$ cat src/rtc_pkg.sv
// Shared types, constants and calendar helper functions for the RTC block.
// No dependencies; every other file in src imports this package.
package rtc_pkg;

  localparam int ACTION_W = 2;
  localparam int HOUR_W   = 5;
  localparam int MIN_W    = 6;
  localparam int SEC_W    = 6;
  localparam int DAY_W    = 5;
  localparam int MONTH_W  = 4;
  localparam int YEAR_W   = 12;

  localparam logic [HOUR_W-1:0]  HOUR_MAX  = HOUR_W'(23);
  localparam logic [MIN_W-1:0]   MIN_MAX   = MIN_W'(59);
  localparam logic [SEC_W-1:0]   SEC_MAX   = SEC_W'(59);
  localparam logic [MONTH_W-1:0] MONTH_JAN = MONTH_W'(1);
  localparam logic [MONTH_W-1:0] MONTH_FEB = MONTH_W'(2);
  localparam logic [MONTH_W-1:0] MONTH_DEC = MONTH_W'(12);
  localparam logic [DAY_W-1:0]   DAY_FIRST = DAY_W'(1);

  // floor(y/25) for y < 4096 as (y * 5243) >> 17
  localparam logic [12:0] DIV25_RECIP = 13'd5243;
  localparam int          DIV25_SHIFT = 17;

  typedef enum logic [ACTION_W-1:0] {
    ACT_TICK      = 2'd0,
    ACT_LOAD_TIME = 2'd1,
    ACT_LOAD_DATE = 2'd2,
    ACT_NONE      = 2'd3
  } action_t;

  // Date update request from the time-of-day logic to the calendar unit.
  typedef struct packed {
    logic                 advance;
    logic                 load;
    logic [DAY_W-1:0]     day;
    logic [MONTH_W-1:0]   month;
    logic [YEAR_W-1:0]    year;
  } cal_ctrl_t;

  // True when y is a multiple of 25.
  function automatic logic is_mult25(input logic [YEAR_W-1:0] y);
    logic [YEAR_W+12:0] prod;
    logic [7:0]         q;
    logic [YEAR_W-1:0]  back;
    prod = {13'd0, y} * {{YEAR_W{1'b0}}, DIV25_RECIP};
    q    = prod[DIV25_SHIFT+7:DIV25_SHIFT];
    back = {q, 4'b0} + {1'b0, q, 3'b0} + {4'b0, q};
    return back == y;
  endfunction

  // Gregorian leap: multiple of 4, and either not a century or a multiple of 400.
  function automatic logic is_leap(input logic [YEAR_W-1:0] y);
    return (y[1:0] == 2'b00) && (!is_mult25(y) || (y[3:0] == 4'b0000));
  endfunction

  function automatic logic [DAY_W-1:0] month_length(input logic [MONTH_W-1:0] m,
                                                    input logic leap);
    logic [DAY_W-1:0] len;
    len = DAY_W'(31);
    if (m == MONTH_FEB) begin
      len = leap ? DAY_W'(29) : DAY_W'(28);
    end else if (m inside {4'd4, 4'd6, 4'd9, 4'd11}) begin
      len = DAY_W'(30);
    end
    return len;
  endfunction

endpackage

$ cat src/rtc_if.sv
// Valid/ready channel interfaces for RTC commands and RTC results.
// Depends on rtc_pkg for field widths.
interface rtc_in_if;
  import rtc_pkg::*;
  logic                valid;
  logic                ready;
  logic [ACTION_W-1:0] action;
  logic [HOUR_W-1:0]   load_hours;
  logic [MIN_W-1:0]    load_minutes;
  logic [SEC_W-1:0]    load_seconds;
  logic [DAY_W-1:0]    load_day;
  logic [MONTH_W-1:0]  load_month;
  logic [YEAR_W-1:0]   load_year;

  modport source (output valid, action, load_hours, load_minutes, load_seconds,
                  load_day, load_month, load_year, input ready);
  modport sink   (input valid, action, load_hours, load_minutes, load_seconds,
                  load_day, load_month, load_year, output ready);
endinterface

interface rtc_out_if;
  import rtc_pkg::*;
  logic               valid;
  logic               ready;
  logic [HOUR_W-1:0]  hours;
  logic [MIN_W-1:0]   minutes;
  logic [SEC_W-1:0]   seconds;
  logic [DAY_W-1:0]   day;
  logic [MONTH_W-1:0] month;
  logic [YEAR_W-1:0]  year;
  logic               hour_boundary;

  modport source (output valid, hours, minutes, seconds, day, month, year,
                  hour_boundary, input ready);
  modport sink   (input valid, hours, minutes, seconds, day, month, year,
                  hour_boundary, output ready);
endinterface

$ cat src/rtc_time_of_day_calendar.sv
// Real-time clock with Gregorian calendar: top level.
// The result of an input transfer is in the output register from the next cycle on.
// Throughput: 1 item per cycle; an item is taken whenever the output register is
// empty or being drained in the same cycle. Time and date update in one pass.
// Reset (synchronous, rst_n low): 00:00:00 on day 1, month 1, year 0; no result held.
// Depends on rtc_pkg, rtc_if (rtc_in_if, rtc_out_if) and rtc_cal_unit.
module rtc_time_of_day_calendar (
  input  logic      clk,
  input  logic      rst_n,
  rtc_in_if.sink    in_if,
  rtc_out_if.source out_if
);
  import rtc_pkg::*;

  // Time of day is held split into h/m/s, so no divider is needed for output.
  logic [HOUR_W-1:0] hour_r, hour_nxt;
  logic [MIN_W-1:0]  min_r,  min_nxt;
  logic [SEC_W-1:0]  sec_r,  sec_nxt;

  // Output register (one-deep, decouples the two handshakes).
  logic               out_valid_r, out_valid_nxt;
  logic [HOUR_W-1:0]  out_hour_r;
  logic [MIN_W-1:0]   out_min_r;
  logic [SEC_W-1:0]   out_sec_r;
  logic [DAY_W-1:0]   out_day_r;
  logic [MONTH_W-1:0] out_month_r;
  logic [YEAR_W-1:0]  out_year_r;
  logic               out_hb_r;

  logic               in_ready;
  logic               accept;
  action_t            act;
  logic               day_wrap;
  cal_ctrl_t          cal_ctrl;
  logic [DAY_W-1:0]   day_nxt;
  logic [MONTH_W-1:0] month_nxt;
  logic [YEAR_W-1:0]  year_nxt;

  assign in_ready    = !out_valid_r || out_if.ready;
  assign accept      = in_if.valid && in_ready;
  assign in_if.ready = in_ready;
  assign act         = action_t'(in_if.action);

  // Next time of day: tick carries s -> m -> h -> day; a time load clamps fields.
  always_comb begin
    hour_nxt = hour_r;
    min_nxt  = min_r;
    sec_nxt  = sec_r;
    day_wrap = 1'b0;
    if (accept) begin
      case (act)
        ACT_TICK: begin
          if (sec_r < SEC_MAX) begin
            sec_nxt = sec_r + SEC_W'(1);
          end else begin
            sec_nxt = '0;
            if (min_r < MIN_MAX) begin
              min_nxt = min_r + MIN_W'(1);
            end else begin
              min_nxt = '0;
              if (hour_r < HOUR_MAX) begin
                hour_nxt = hour_r + HOUR_W'(1);
              end else begin
                hour_nxt = '0;
                day_wrap = 1'b1;     // 86400 reached
              end
            end
          end
        end
        ACT_LOAD_TIME: begin
          hour_nxt = (in_if.load_hours   > HOUR_MAX) ? HOUR_MAX : in_if.load_hours;
          min_nxt  = (in_if.load_minutes > MIN_MAX)  ? MIN_MAX  : in_if.load_minutes;
          sec_nxt  = (in_if.load_seconds > SEC_MAX)  ? SEC_MAX  : in_if.load_seconds;
        end
        ACT_LOAD_DATE: ;
        ACT_NONE:      ;
        default:       ;
      endcase
    end
  end

  always_comb begin
    cal_ctrl.advance = day_wrap;
    cal_ctrl.load    = accept && (act == ACT_LOAD_DATE);
    cal_ctrl.day     = in_if.load_day;
    cal_ctrl.month   = in_if.load_month;
    cal_ctrl.year    = in_if.load_year;
  end

  rtc_cal_unit u_cal (
    .clk       (clk),
    .rst_n     (rst_n),
    .ctrl      (cal_ctrl),
    .day_nxt   (day_nxt),
    .month_nxt (month_nxt),
    .year_nxt  (year_nxt)
  );

  assign out_valid_nxt = accept || (out_valid_r && !out_if.ready);

  always_ff @(posedge clk) begin
    if (!rst_n) begin
      hour_r      <= '0;
      min_r       <= '0;
      sec_r       <= '0;
      out_valid_r <= 1'b0;
    end else begin
      hour_r      <= hour_nxt;
      min_r       <= min_nxt;
      sec_r       <= sec_nxt;
      out_valid_r <= out_valid_nxt;
    end
  end

  // Result payload: loaded on every input transfer with the post-update state.
  always_ff @(posedge clk) begin
    if (accept) begin
      out_hour_r  <= hour_nxt;
      out_min_r   <= min_nxt;
      out_sec_r   <= sec_nxt;
      out_day_r   <= day_nxt;
      out_month_r <= month_nxt;
      out_year_r  <= year_nxt;
      out_hb_r    <= (min_nxt == '0) && (sec_nxt == '0);
    end
  end

  assign out_if.valid         = out_valid_r;
  assign out_if.hours         = out_hour_r;
  assign out_if.minutes       = out_min_r;
  assign out_if.seconds       = out_sec_r;
  assign out_if.day           = out_day_r;
  assign out_if.month         = out_month_r;
  assign out_if.year          = out_year_r;
  assign out_if.hour_boundary = out_hb_r;

  a_accept_gives_result: assert property (@(posedge clk) disable iff (!rst_n)
    accept |=> out_valid_r)
    else $error("input transfer without a result");

  a_time_range: assert property (@(posedge clk) disable iff (!rst_n)
    (hour_r <= HOUR_MAX) && (min_r <= MIN_MAX) && (sec_r <= SEC_MAX))
    else $error("time of day out of range");

  a_hb_matches: assert property (@(posedge clk) disable iff (!rst_n)
    out_valid_r |-> (out_hb_r == ((out_min_r == '0) && (out_sec_r == '0))))
    else $error("hour boundary flag disagrees with time");

  a_no_state_change_idle: assert property (@(posedge clk) disable iff (!rst_n)
    !accept |=> $stable(hour_r) && $stable(min_r) && $stable(sec_r))
    else $error("time changed without an input transfer");

endmodule

$ cat src/rtc_cal_unit.sv
// Calendar state: day, month, year and a registered leap flag.
// Depends on rtc_pkg (cal_ctrl_t, month_length, is_leap).
module rtc_cal_unit (
  input  logic                        clk,
  input  logic                        rst_n,
  input  rtc_pkg::cal_ctrl_t          ctrl,
  output logic [rtc_pkg::DAY_W-1:0]   day_nxt,
  output logic [rtc_pkg::MONTH_W-1:0] month_nxt,
  output logic [rtc_pkg::YEAR_W-1:0]  year_nxt
);
  import rtc_pkg::*;

  logic [DAY_W-1:0]   day_r;
  logic [MONTH_W-1:0] month_r;
  logic [YEAR_W-1:0]  year_r;
  logic               leap_r;
  logic               leap_nxt;
  logic [DAY_W-1:0]   ld_day;
  logic [MONTH_W-1:0] ld_month;

  always_comb begin
    ld_day   = (ctrl.day == '0) ? DAY_FIRST : ctrl.day;
    ld_month = ctrl.month;
    if (ctrl.month == '0) begin
      ld_month = MONTH_JAN;
    end else if (ctrl.month > MONTH_DEC) begin
      ld_month = MONTH_DEC;
    end
  end

  always_comb begin
    day_nxt   = day_r;
    month_nxt = month_r;
    year_nxt  = year_r;
    if (ctrl.load) begin
      day_nxt   = ld_day;
      month_nxt = ld_month;
      year_nxt  = ctrl.year;
    end else if (ctrl.advance) begin
      if (day_r < month_length(month_r, leap_r)) begin
        day_nxt = day_r + DAY_W'(1);
      end else if (month_r >= MONTH_DEC) begin
        day_nxt   = DAY_FIRST;
        month_nxt = MONTH_JAN;
        year_nxt  = year_r + YEAR_W'(1);   // wraps at 4096
      end else begin
        day_nxt   = DAY_FIRST;
        month_nxt = month_r + MONTH_W'(1);
      end
    end
    leap_nxt = is_leap(year_nxt);
  end

  always_ff @(posedge clk) begin
    if (!rst_n) begin
      day_r   <= DAY_FIRST;
      month_r <= MONTH_JAN;
      year_r  <= '0;
      leap_r  <= 1'b1;    // year 0 is a multiple of 400
    end else begin
      day_r   <= day_nxt;
      month_r <= month_nxt;
      year_r  <= year_nxt;
      leap_r  <= leap_nxt;
    end
  end

  a_month_range: assert property (@(posedge clk) disable iff (!rst_n)
    (month_r >= MONTH_JAN) && (month_r <= MONTH_DEC))
    else $error("month out of range");

  a_day_nonzero: assert property (@(posedge clk) disable iff (!rst_n)
    day_r != '0)
    else $error("day of month is zero");

  a_leap_tracks_year: assert property (@(posedge clk) disable iff (!rst_n)
    leap_r == is_leap(year_r))
    else $error("leap flag out of step with year");

  a_advance_rollover: assert property (@(posedge clk) disable iff (!rst_n)
    (ctrl.advance && !ctrl.load && day_r >= month_length(month_r, leap_r)) |=>
      (day_r == DAY_FIRST))
    else $error("month end did not roll to day one");

endmodule

$ cat src/flat_wrapper.sv
// flat-port wrapper written by rule: the top's interface ports become plain ports
module rtc_time_of_day_calendar_flat import rtc_pkg::*;
  (clk, rst_n, in_if_valid, in_if_action, in_if_load_hours, in_if_load_minutes, in_if_load_seconds, in_if_load_day, in_if_load_month, in_if_load_year, in_if_ready, out_if_valid, out_if_hours, out_if_minutes, out_if_seconds, out_if_day, out_if_month, out_if_year, out_if_hour_boundary, out_if_ready);
  rtc_in_if in_if_i ();
  rtc_out_if out_if_i ();
  input  logic clk;
  input  logic rst_n;
  input wire logic [$bits(in_if_i.valid)-1:0] in_if_valid;
  input wire logic [$bits(in_if_i.action)-1:0] in_if_action;
  input wire logic [$bits(in_if_i.load_hours)-1:0] in_if_load_hours;
  input wire logic [$bits(in_if_i.load_minutes)-1:0] in_if_load_minutes;
  input wire logic [$bits(in_if_i.load_seconds)-1:0] in_if_load_seconds;
  input wire logic [$bits(in_if_i.load_day)-1:0] in_if_load_day;
  input wire logic [$bits(in_if_i.load_month)-1:0] in_if_load_month;
  input wire logic [$bits(in_if_i.load_year)-1:0] in_if_load_year;
  output wire logic [$bits(in_if_i.ready)-1:0] in_if_ready;
  output wire logic [$bits(out_if_i.valid)-1:0] out_if_valid;
  output wire logic [$bits(out_if_i.hours)-1:0] out_if_hours;
  output wire logic [$bits(out_if_i.minutes)-1:0] out_if_minutes;
  output wire logic [$bits(out_if_i.seconds)-1:0] out_if_seconds;
  output wire logic [$bits(out_if_i.day)-1:0] out_if_day;
  output wire logic [$bits(out_if_i.month)-1:0] out_if_month;
  output wire logic [$bits(out_if_i.year)-1:0] out_if_year;
  output wire logic [$bits(out_if_i.hour_boundary)-1:0] out_if_hour_boundary;
  input wire logic [$bits(out_if_i.ready)-1:0] out_if_ready;
  assign in_if_i.valid = in_if_valid;
  assign in_if_i.action = in_if_action;
  assign in_if_i.load_hours = in_if_load_hours;
  assign in_if_i.load_minutes = in_if_load_minutes;
  assign in_if_i.load_seconds = in_if_load_seconds;
  assign in_if_i.load_day = in_if_load_day;
  assign in_if_i.load_month = in_if_load_month;
  assign in_if_i.load_year = in_if_load_year;
  assign in_if_ready = in_if_i.ready;
  assign out_if_valid = out_if_i.valid;
  assign out_if_hours = out_if_i.hours;
  assign out_if_minutes = out_if_i.minutes;
  assign out_if_seconds = out_if_i.seconds;
  assign out_if_day = out_if_i.day;
  assign out_if_month = out_if_i.month;
  assign out_if_year = out_if_i.year;
  assign out_if_hour_boundary = out_if_i.hour_boundary;
  assign out_if_i.ready = out_if_ready;
  rtc_time_of_day_calendar u_core (.clk(clk), .rst_n(rst_n), .in_if(in_if_i), .out_if(out_if_i));
endmodule
$ cat config.mk
export PLATFORM = sky130hd
export DESIGN_NAME = rtc_time_of_day_calendar_flat
export DESIGN_NICKNAME = d
export VERILOG_FILES = /design/src/rtc_pkg.sv /design/src/rtc_if.sv /design/src/rtc_time_of_day_calendar.sv /design/src/rtc_cal_unit.sv /design/src/flat_wrapper.sv
export SDC_FILE = /design/constraint.sdc
export NUM_CORES = 1
export LEC_CHECK = 0
export BUFFER_PORTS_ARGS = -buffer_cell sky130_fd_sc_hd__buf_2
export CORE_MARGIN = 2
export CORE_UTILIZATION = 30
export CTS_CLUSTER_DIAMETER = 120
export DETAILED_ROUTE_END_ITERATION = 12
export SLEW_MARGIN = 20
export SYNTH_ARGS = -nofsm -noshare
export SYNTH_HDL_FRONTEND = slang
export SYNTH_SLANG_ARGS = --single-unit
export TNS_END_PERCENT = 10
$ cat constraint.sdc
create_clock -name clk -period 18.9 [get_ports clk]
set_input_delay 3.78 -clock clk [delete_from_list [all_inputs] [get_ports clk]]
set_output_delay 3.78 -clock clk [all_outputs]
set_load 0.02 [all_outputs]
# --- Word-level counts from Yosys, hierarchy flattened ---
# Index checks and enable logic that the tools add are counted.
op_classes:
  n_mul: 1
  magnitude_cmp: 9
  reduce_logical: 19
  add_sub_neg: 8
  eq_ne: 8
  mux: 39
op_table:
  columns: ["cell", "n"]
  rows:
  - ["2-to-1 mux 5 bit", 11]
  - ["2-to-1 mux 12 bit", 4]
  - ["2-to-1 mux 6 bit", 7]
  - ["multiplier 12 x 13 -> 25 bit (second input constant)", 1]
  - ["2-to-1 mux 4 bit", 6]
  - ["case mux 6 bit (2 select lines)", 2]
  - ["adder 12 x 1 -> 12 bit (second input constant)", 1]
  - ["adder 12 x 11 -> 12 bit", 1]
  - ["adder 12 x 8 -> 12 bit", 1]
  - ["adder 6 x 1 -> 6 bit (second input constant)", 2]
  - ["== test 12 bit", 1]
  - ["greater-than comparator 6 bit (second input constant)", 2]
  - ["logical NOT 6 bit", 2]
  - ["< comparator 6 bit (second input constant)", 2]
  - ["adder 5 x 1 -> 5 bit (second input constant)", 2]
  - ["case mux 5 bit (2 select lines)", 1]
  - ["== test 4 x 3 -> 1 bit (second input constant)", 2]
  - ["== test 4 bit (second input constant)", 2]
  - ["logical NOT 4 bit", 2]
  - ["2-to-1 mux 1 bit", 7]
  - ["greater-than comparator 5 bit (second input constant)", 1]
  - ["logical AND 1 bit", 5]
  - ["logical NOT 5 bit", 1]
  - ["< comparator 5 bit", 1]
  - ["12 further kinds", 17]
totals:
  ff_bits: 79
  inputBits: 44
  output_inout_bits: 41
  wordCells: 99

# --- Longest topological paths before layout ---
# Gate-level depths: netlist of the first run.
depth:
  word_depth: 19
  mapped_depth: 46
  mapped_depth_nobuf: 46

# --- By module ---
# Synthesis of the first run repeated with hierarchy kept, for this count alone.
unflattened:
  cells_unflattened: 765
  hier_area_um2: 7374.6
by_module_without_submodules:
  columns: ["mod", "instances", "area_each_um2", "cells_each", "seq_area_each_um2"]
  rows:
  - ["rtc_cal_unit", 1, 4825.9, 551, 440.4]
  - ["rtc_time_of_day_calendar", 1, 2548.7, 214, 1531.5]

# --- Worst setup path before layout of the first run ---
# OpenSTA, ideal clock, no wires.
synth_timing:
  path_kind: "input-to-reg"
  from: "input port in_if_action[1]"
  to: "register u_core.u_cal.leap_r"
  path_slack_ns: 5.880
  required_time_ns: 18.775
  cell_stages: 38
  arrival_ns: 12.895
  setup_ns: 0.125
  n_path_buf: 1
  cell_sequence: "clkbuf_1 -> nor2_4 -> nand2_2 -> or4_4 -> nor3_2 -> nand4_1 -> xor2_1 -> o21ai_0 -> inv_1 -> fa_1 -> fa_1 -> fa_1 -> inv_1 -> fa_1 -> inv_1 -> fa_1 -> inv_1 -> ha_1 -> [2 not listed] -> a31oi_1 -> a21boi_0 -> a21bo_2 -> a21oi_1 -> o21ai_0 -> mux2_2 -> or2_2 -> fa_1 -> inv_1 -> ha_1 -> o21ai_0 -> nand2b_1 -> xnor2_1 -> a211oi_1 -> and3_1 -> o211ai_1 -> a211o_1 -> o41a_1"
synth_via:
  elab_chain_len: 12
  word_cells_on_any_way: 16
  cone_classes: "add/sub: 2; mul: 1; eq/ne: 2; mux: 4; reduce/logical: 7"
synth_rtl:
  columns: ["item", "line", "text"]
  rows:
  - ["start, declared", "flat_wrapper.sv:9", "input wire logic [$bits(in_if_i.action)-1:0] in_if_action;"]
  - ["logical NOT 2 bit", "rtc_time_of_day_calendar.sv:51", "case (act)"]
  - ["2-to-1 mux 1 bit", "rtc_time_of_day_calendar.sv:51", null]
  - ["2-to-1 mux 1 bit", "rtc_time_of_day_calendar.sv:50", "if (accept) begin"]
  - ["2-to-1 mux 12 bit", "rtc_cal_unit.sv:39", "end else if (ctrl.advance) begin"]
  - ["2-to-1 mux 12 bit *", "rtc_cal_unit.sv:35", "if (ctrl.load) begin"]
  - ["named net u_core.u_cal.year_nxt, one bit", "rtc_cal_unit.sv:9", "output logic [rtc_pkg::YEAR_W-1:0] year_nxt"]
  - ["multiplier 12 x 13 -> 25 bit", "rtc_pkg.sv:46", "prod = {13'd0, y} * {{YEAR_W{1'b0}}, DIV25_RECIP};"]
  - ["adder 12 x 11 -> 12 bit", "rtc_pkg.sv:48", "back = {q, 4'b0} + {1'b0, q, 3'b0} + {4'b0, q};"]
  - ["adder 12 x 8 -> 12 bit", "rtc_pkg.sv:48", null]
  - ["== test 12 bit *", "rtc_pkg.sv:49", "return back == y;"]
  - ["logical NOT 1 bit *", "rtc_pkg.sv:54", "return (y[1:0] == 2'b00) && (!is_mult25(y) || (y[3:0] == 4'b0000));"]
  - ["logical OR 1 bit *", "rtc_pkg.sv:54", null]
  - ["logical AND 1 bit *", "rtc_pkg.sv:54", null]
  - ["end signal, assigned", "rtc_cal_unit.sv:64", "leap_r <= leap_nxt;"]
  - ["end, declared", "rtc_cal_unit.sv:16", "logic leap_r;"]
# The timed path passes the listed nets; every way through them passes the cells marked *.
# A chain may end at the register's enable or synchronous reset.

# --- Worst setup path in the final report of the first run ---
layout_timing:
  from: "input port in_if_action[0]"
  to: "register u_core.u_cal.leap_r"
# The elaborated chain is that of the path after synthesis.

==> impl_results.md, run 1 <==
- Outcome: finished clean
- DRT iter0 DRCs: 319
- Hold Fails Final Rpt: 0
- Initial Utilization: a little under a third
- Root Driver: clkbuf_16
- Ys async rst share: 0%
- CORE AREA: approximately 24000 µm²
- H-tree depth: 3
- Cell accounting for the most synthesized area: ha_1
- Vias per cell: around 4.8
- Hold-fix buffers, CTS: 0
- Clk Latency, worst-skew pair: ~340 ps
- WP data arrival: 13750 ps
- Gpl congestion: approximately 0.86
- CP max-delay cell: o21ai_0
- EDFF count, synth: 39
- R2r setup slk: around 8000 ps
- Diodes inserted: 0
- Max_slew headroom: ~36%
- P&R area growth vs syn: 15.4%
- Fmax: 0.0740 GHz
- Worst-path fanout max: 14
- Synth Instances: slightly below 800
- Library cells used by synthesis: 65
- CTS clock-pin slew for the worst setup and hold paths: 60 ps
- Post-cts resize count: 0
- PD cells: between 80 and 90 nW/µm²
- TNS Setup: 0 ps
- Min cycle time layout: 13520 ps
- Most common cell after layout, fill and taps aside: inv_1
- DRC: 0
- # rows: between 50 and 60
- Critical Path End Type: flop
- Nets: between 1k and 1.5k
- Area contributors post-synth: ha_1 18%, edfxtp_1 16%, fa_1 13%
- WL/cell: 15.0 µm
- Port bufs: between 80 and 90
- Post-CTS Setup Bufs: 0
- CP most frequent cell: fa_1
- CTS max path bufs: 2
- Maximum vdd drop: approximately 42 µV
- First-pass GRT wire length: approximately 30000 µm
- I/O pins: 85
- Post-synthesis sequential area ratio: a little over a quarter
- DP Wirelength: around 14000 µm
- Largest net degree at the start of global routing: 43
- Initial antenna violation count: 0
- Critical Path Start Type: primary input
- CTS tree: built
- CP Class: primary input to flop
- Worst Tran Pin Value: 956 ps
- Critical Path Max Stage Delay: about 700 ps
- Global Route Usage Sum: 14.3%
- Die height: around 160 µm
- Final setup fails: 0
- Final worst path period share: a little over 70%
- Placed Cells: 1181
- Hold/Removal Path Class: flop to flop
- CTS buffer count: 9
- Final wirelength: roughly 18000 µm
- Synthesized flop and latch total: 79
- GR Overflow Total: 0
- Clk_skew: 9.04 ps
- CTS sink count: 79
- Total power: about 0.74 mW
- ANT nets after route: 0
- Die ar.: 25600 µm²
- Avg Cell Area, Syn: between 9 and 10 µm²
- Drt pass-1 iters: 5
- Syn nets: ~1000
- Most used cells in the layout excluding fill and tap cells: 108 x inv_1, 105 x ha_1, 84 x buf_2
- Top cell type's share of synthesized area: between 10% and 20%
- LEAKAGE: approximately 4.0 nW
- Total of max-cap violations: 0
- Total number of vias: approximately 5.7k
- YS warnings: 0
- RSZ-0062 raised after global routing: no
- Worst EP required: 19120 ps
- # fillers: 2495
- Layout cell share with drive strength beyond 1: roughly 14%
- Vias in the first global route: ~5.6k
- Final Non-Filler Cells: approximately 1.2k
- Max-slew violation count: 0
- Post-Synthesis Cell Area: 7290 µm²
- Hold WS: around 640 ps
- Chip Width: 160 µm
- Primary FF master, synth: dfxtp_1
[critical path: cells and delay by family]
kind,cells,cell delay (ps)
AO/OA/AOI/OAI,12,3170
XOR/XNOR,2,270
adder cells (fa/ha/maj),8,3730
buffers and inverters,6,540
multiplexers,1,400
AND/OR/NAND/NOR,9,1860
[per-stage QoR]
step                area (µm²)  worst slack [ps]  utilization, %
floorplan                 7290              5880               -
global placement          8110              5230            33.7
detailed placement        8110              5000            33.7
CTS                       8420              5350            34.9
global route              8420              4590            34.9
finish                    8420              5380            34.9
[state kept, by name (all words and copies together) (netlist names), 5 cells and up]
name	count
u_core.hour_r	5
u_core.min_r	6
u_core.out_if.day	5
u_core.out_if.hours	5
u_core.out_if.minutes	6
u_core.out_if.seconds	6
u_core.out_if.year	12
u_core.sec_r	6
u_core.u_cal.day_r	5
u_core.u_cal.year_r	12
[path summary, 6_finish.rpt]
check | to | startpoint | cells past startpoint
worst min-delay path | u_core.out_if.seconds[1]$_DFFE_PP_ | u_core.sec_r[1]$_SDFF_PN0_ | 1
worst min register to register | u_core.out_if.seconds[1]$_DFFE_PP_ | u_core.sec_r[1]$_SDFF_PN0_ | 1
worst max register to register | u_core.u_cal.leap_r$_SDFF_PN1_ | u_core.u_cal.month_r[0]$_SDFF_PN1_ | 42
worst max-delay path | u_core.u_cal.leap_r$_SDFF_PN1_ | in_if_action[0] | 38
[metal layers]
| metal | vias up | global-route usage [%] | part of all wire, % |
|---|---|---|---|
| met5 | - | 0 | 0 |
| met4 | 0 | 3.56 | 1.4 |
| met3 | 16 | 1.97 | 4.3 |
| met2 | 138 | 24.7 | 48 |
| met1 | 2668 | 18.9 | 46 |
| li1 | 2884 | - | - |
[cells by family (layout without fill, tap and decap cells)]
group	count (synthesis)	in the layout	synth area share, %
adders and majority gates	152	152	30.9
and+or+nand+nor	242	242	17.8
DFF	79	79	27.0
AOI/OAI and AO/OA	137	137	12.1
muxes	9	9	1.27
buffers and inverters	124	216	6.38
xor gates and xnor gates	38	38	4.56
[report_power, final]
part / switching [mW] / total (mW) / internal (mW)
sequential: 0.00604 / 0.197 / 0.191
clock: 0.0672 / 0.183 / 0.115
combinational: 0.207 / 0.357 / 0.149
[synthesized netlist by cell type, types with 9 or more instances]
cell type  count
a21oi_1       35
a31oi_1       12
and2_1        39
and3_1        12
clkbuf_1      14
dfxtp_1       40
edfxtp_1      39
fa_1          47
ha_1         105
inv_1        109
nand2_1       50
nand3_1       21
nand4_1       10
nor2_1        48
nor2b_1        9
nor3_1        14
o21ai_0       37
xnor2_1       26
xor2_1        12
[cell type report]
class	instances	area (µm²)	share of cell area [%]
Inverter	110	413	4.90
Timing Repair Buffer	90	465	5.53
Sequential cell	79	1970	23.4
Clock inverter	4	70.1	0.832
Multi-Input combinational cell	578	4860	57.7
Tap cell	324	405	4.82
Clock buffer	12	236	2.81
(Power assumes the default switching activity.)
==> run 2, diff against run 1 <==
==> constraint.sdc (replaced) <==
create_clock -name clk -period 13.1 [get_ports clk]
set_input_delay 2.62 -clock clk [delete_from_list [all_inputs] [get_ports clk]]
set_output_delay 2.62 -clock clk [all_outputs]
set_load 0.02 [all_outputs]
==> impl_results.md, run 2 (same netlist as run 1, synthesis figures left out) <==
- Outcome: finished clean
- LEAKAGE: 4.05 nW (+0.61%)
- # rows: 57 (unchanged)
- Final wirelength: 17600 µm (-2.0%)
- Worst EP required: 13320 ps (-5800 ps)
- Met3 Use GR: 1.92% (-0.052 points)
- Placed inst area: 8130 µm² (+0.28%)
- Worst R2R Path Depth: 42 (unchanged)
- H-tree depth: 3 (unchanged)
- Vias in the first global route: 5688 (+0.82%)
- Worst-path fanout max: 14 (unchanged)
- CP Class: primary input to flop
- Post-cts resize count: 0 (unchanged)
- Min cycle time layout: ~12000 ps
- R2r setup slk: 2410 ps (-5730 ps)
- Critical Path Start Type: primary input
- Max-slew violation count: 0 (unchanged)
- Port bufs: 84 (unchanged)
- Fin area: 8460 µm² (+0.49%)
- Clk_skew: 8.28 ps (-0.758 ps)
- Final setup fails: 0 (unchanged)
- Initial antenna violation count: 1 (+1)
- Fmax: 0.0818 GHz
- Most used cells in the layout excluding fill and tap cells: 108 x inv_1, 105 x ha_1, 84 x buf_2
- WP data arrival: 12450 ps (-1300 ps)
- Most common cell after layout, fill and taps aside: inv_1
- P&R area growth vs syn: 16.0%
- RSZ-0062 raised after global routing: no
- Hold Fails Final Rpt: 0 (unchanged)
- I/O pins: 85 (unchanged)
- PD cells: 127 nW/µm² (+45%)
- Min-Delay Startpoint: u_core.hour_r[1]$_SDFF_PN0_
- CTS sink count: 79 (unchanged)
- CTS tree: built
- Worst Tran Pin Value: 956 ps (-0.104 ps)
- Reg area: 1970 µm² (unchanged)
- Met2 Resource Use GR: 24.6% (-0.079 points)
- Hold WS: 643 ps (+0.593 ps)
- Gpl congestion: 0.858 (about the same)
- Post-CTS Setup Bufs: 0 (unchanged)
- Die height: 160 µm (unchanged)
- Initial Utilization: 30.3% (unchanged)
- Nets: 1067 (+0.28%)
- Max_slew headroom: 36.2% (about the same)
- CORE AREA: 24100 µm² (unchanged)
- Hold-fix buffers, CTS: 0 (unchanged)
- Worst r2r dst: u_core.u_cal.leap_r$_SDFF_PN1_
- First-pass GRT wire length: 29200 µm (-0.66%)
- Met1 Use GR: 18.7% (-0.19 points)
- Reg2reg start: u_core.u_cal.month_r[0]$_SDFF_PN1_
- Layout cell share with drive strength beyond 1: 14.5% (+0.41 points)
- Vias per cell: 4.74 (-0.48%)
- GR Overflow Total: 0 (unchanged)
- Total power: 1.07 mW (+46%)
- CTS buffer count: 9 (unchanged)
- Total number of vias: 5693 (-0.23%)
- # fillers: 2508 (+0.52%)
- Total of max-cap violations: 0 (unchanged)
- CTS max path bufs: 2 (unchanged)
- Root Driver: clkbuf_16
- Stages on worst setup path: 39 (+2.6%)
- DRC: 0 (unchanged)
- Util after Layout: 35.1% (+0.17 points)
- CP max-delay cell: fa_1
- Hold/Removal Path Class: flop to flop
- Die ar.: 25600 µm² (unchanged)
- Top Family by Delay on Critical Path: adder cells
- ANT nets after route: 0 (unchanged)
- Final worst path period share: between 90 and 100%
- WHS Path Cells: 1 (unchanged)
- Chip Width: 160 µm (unchanged)
- CP bufs+invs: 6 (unchanged)
- Drt pass-1 iters: 4 (-1)
- Multi-input gate area: 4860 µm² (unchanged)
- Critical Path Max Stage Delay: 550 ps (-150 ps)
- Most used routing layer: met2
- Clk Latency, worst-skew pair: 340 ps (about the same)
- Hold Crit Endpoint: u_core.out_if.hours[1]$_DFFE_PP_
- TNS Setup: 0 ps (unchanged)
- Global Route Usage Sum: 14.2% (-0.088 points)
- CTS clock-pin slew for the worst setup and hold paths: 60 ps (about the same)
- DP Wirelength: 14400 µm (+0.19%)
- DRT iter0 DRCs: 255 (-20%)
- WL/cell: 14.7 µm (-2.3%)
- Diodes inserted: 0 (unchanged)
- Largest net degree at the start of global routing: 43 (unchanged)
- Maximum vdd drop: 55.5 µV (+34%)
- Critical Path End Type: flop
## run 2: cell types whose count changed in the layout (fill, tap and decap cells not counted)
cell	before	now
clkinv_2	2	1
clkbuf_8	0	2
buf_4	6	9
clkbuf_1	3	1
clkinv_1	0	1
## run 2: cell type report
| type | count | share of cell area (%) |
|---|---|---|
| Inverter | 110 | 4.88 |
| Sequential cell | 79 | 23.3 |
| Clock inverter | 4 | 0.813 |
| Tap cell | 324 | 4.79 |
| Multi-Input combinational cell | 578 | 57.4 |
| Clock buffer | 12 | 3.03 |
| Timing Repair Buffer | 93 | 5.77 |
## run 2: where the power goes
group | internal [mW] | total, mW | leakage [nW] | switching (mW)
Clock | 0.176 | 0.274 | 0.160 | 0.0972
Sequential | 0.276 | 0.284 | 0.716 | 0.00831
Combinational | 0.216 | 0.515 | 3.17 | 0.299
Total | 0.669 | 1.07 | 4.05 | 0.404
## run 2: metrics by stage
step           setup WS (ps)  cells
2_1_floorplan           1240    781
3_3_place_gp             682   1184
3_5_place_dp             521   1184
4_1_cts                  843   1200
5_1_grt                 16.7   1200
6_report                 870   1200
## run 2: worst reg2reg max path: cells and delay by family (launching register included)
kind            cells  cell delay, ps
buf+inv             6             480
simple gates        7            1270
fa+ha+maj          10            3760
xor+xnor            4             670
flops               1             410
compound gates     15            3970
## run 2: how the worst max path moves through the flow
stage                         start  slack (ps)                              to
global route        in_if_action[0]          20  u_core.u_cal.leap_r$_SDFF_PN1_
floorplan           in_if_action[1]        1240  u_core.u_cal.leap_r$_SDFF_PN1_
detailed placement  in_if_action[0]         520  u_core.u_cal.leap_r$_SDFF_PN1_
global placement    in_if_action[0]         680  u_core.u_cal.leap_r$_SDFF_PN1_
finish              in_if_action[0]         870  u_core.u_cal.leap_r$_SDFF_PN1_
CTS                 in_if_action[0]         840  u_core.u_cal.leap_r$_SDFF_PN1_
## run 2: per-layer routing
layer	wire (µm)	share of wire (%)	vias to the layer above
met5	0	0	-
met3	730	4.1	19
met2	8490	48	125
li1	-	-	2894
met1	8130	46	2655
met4	242	1.4	0
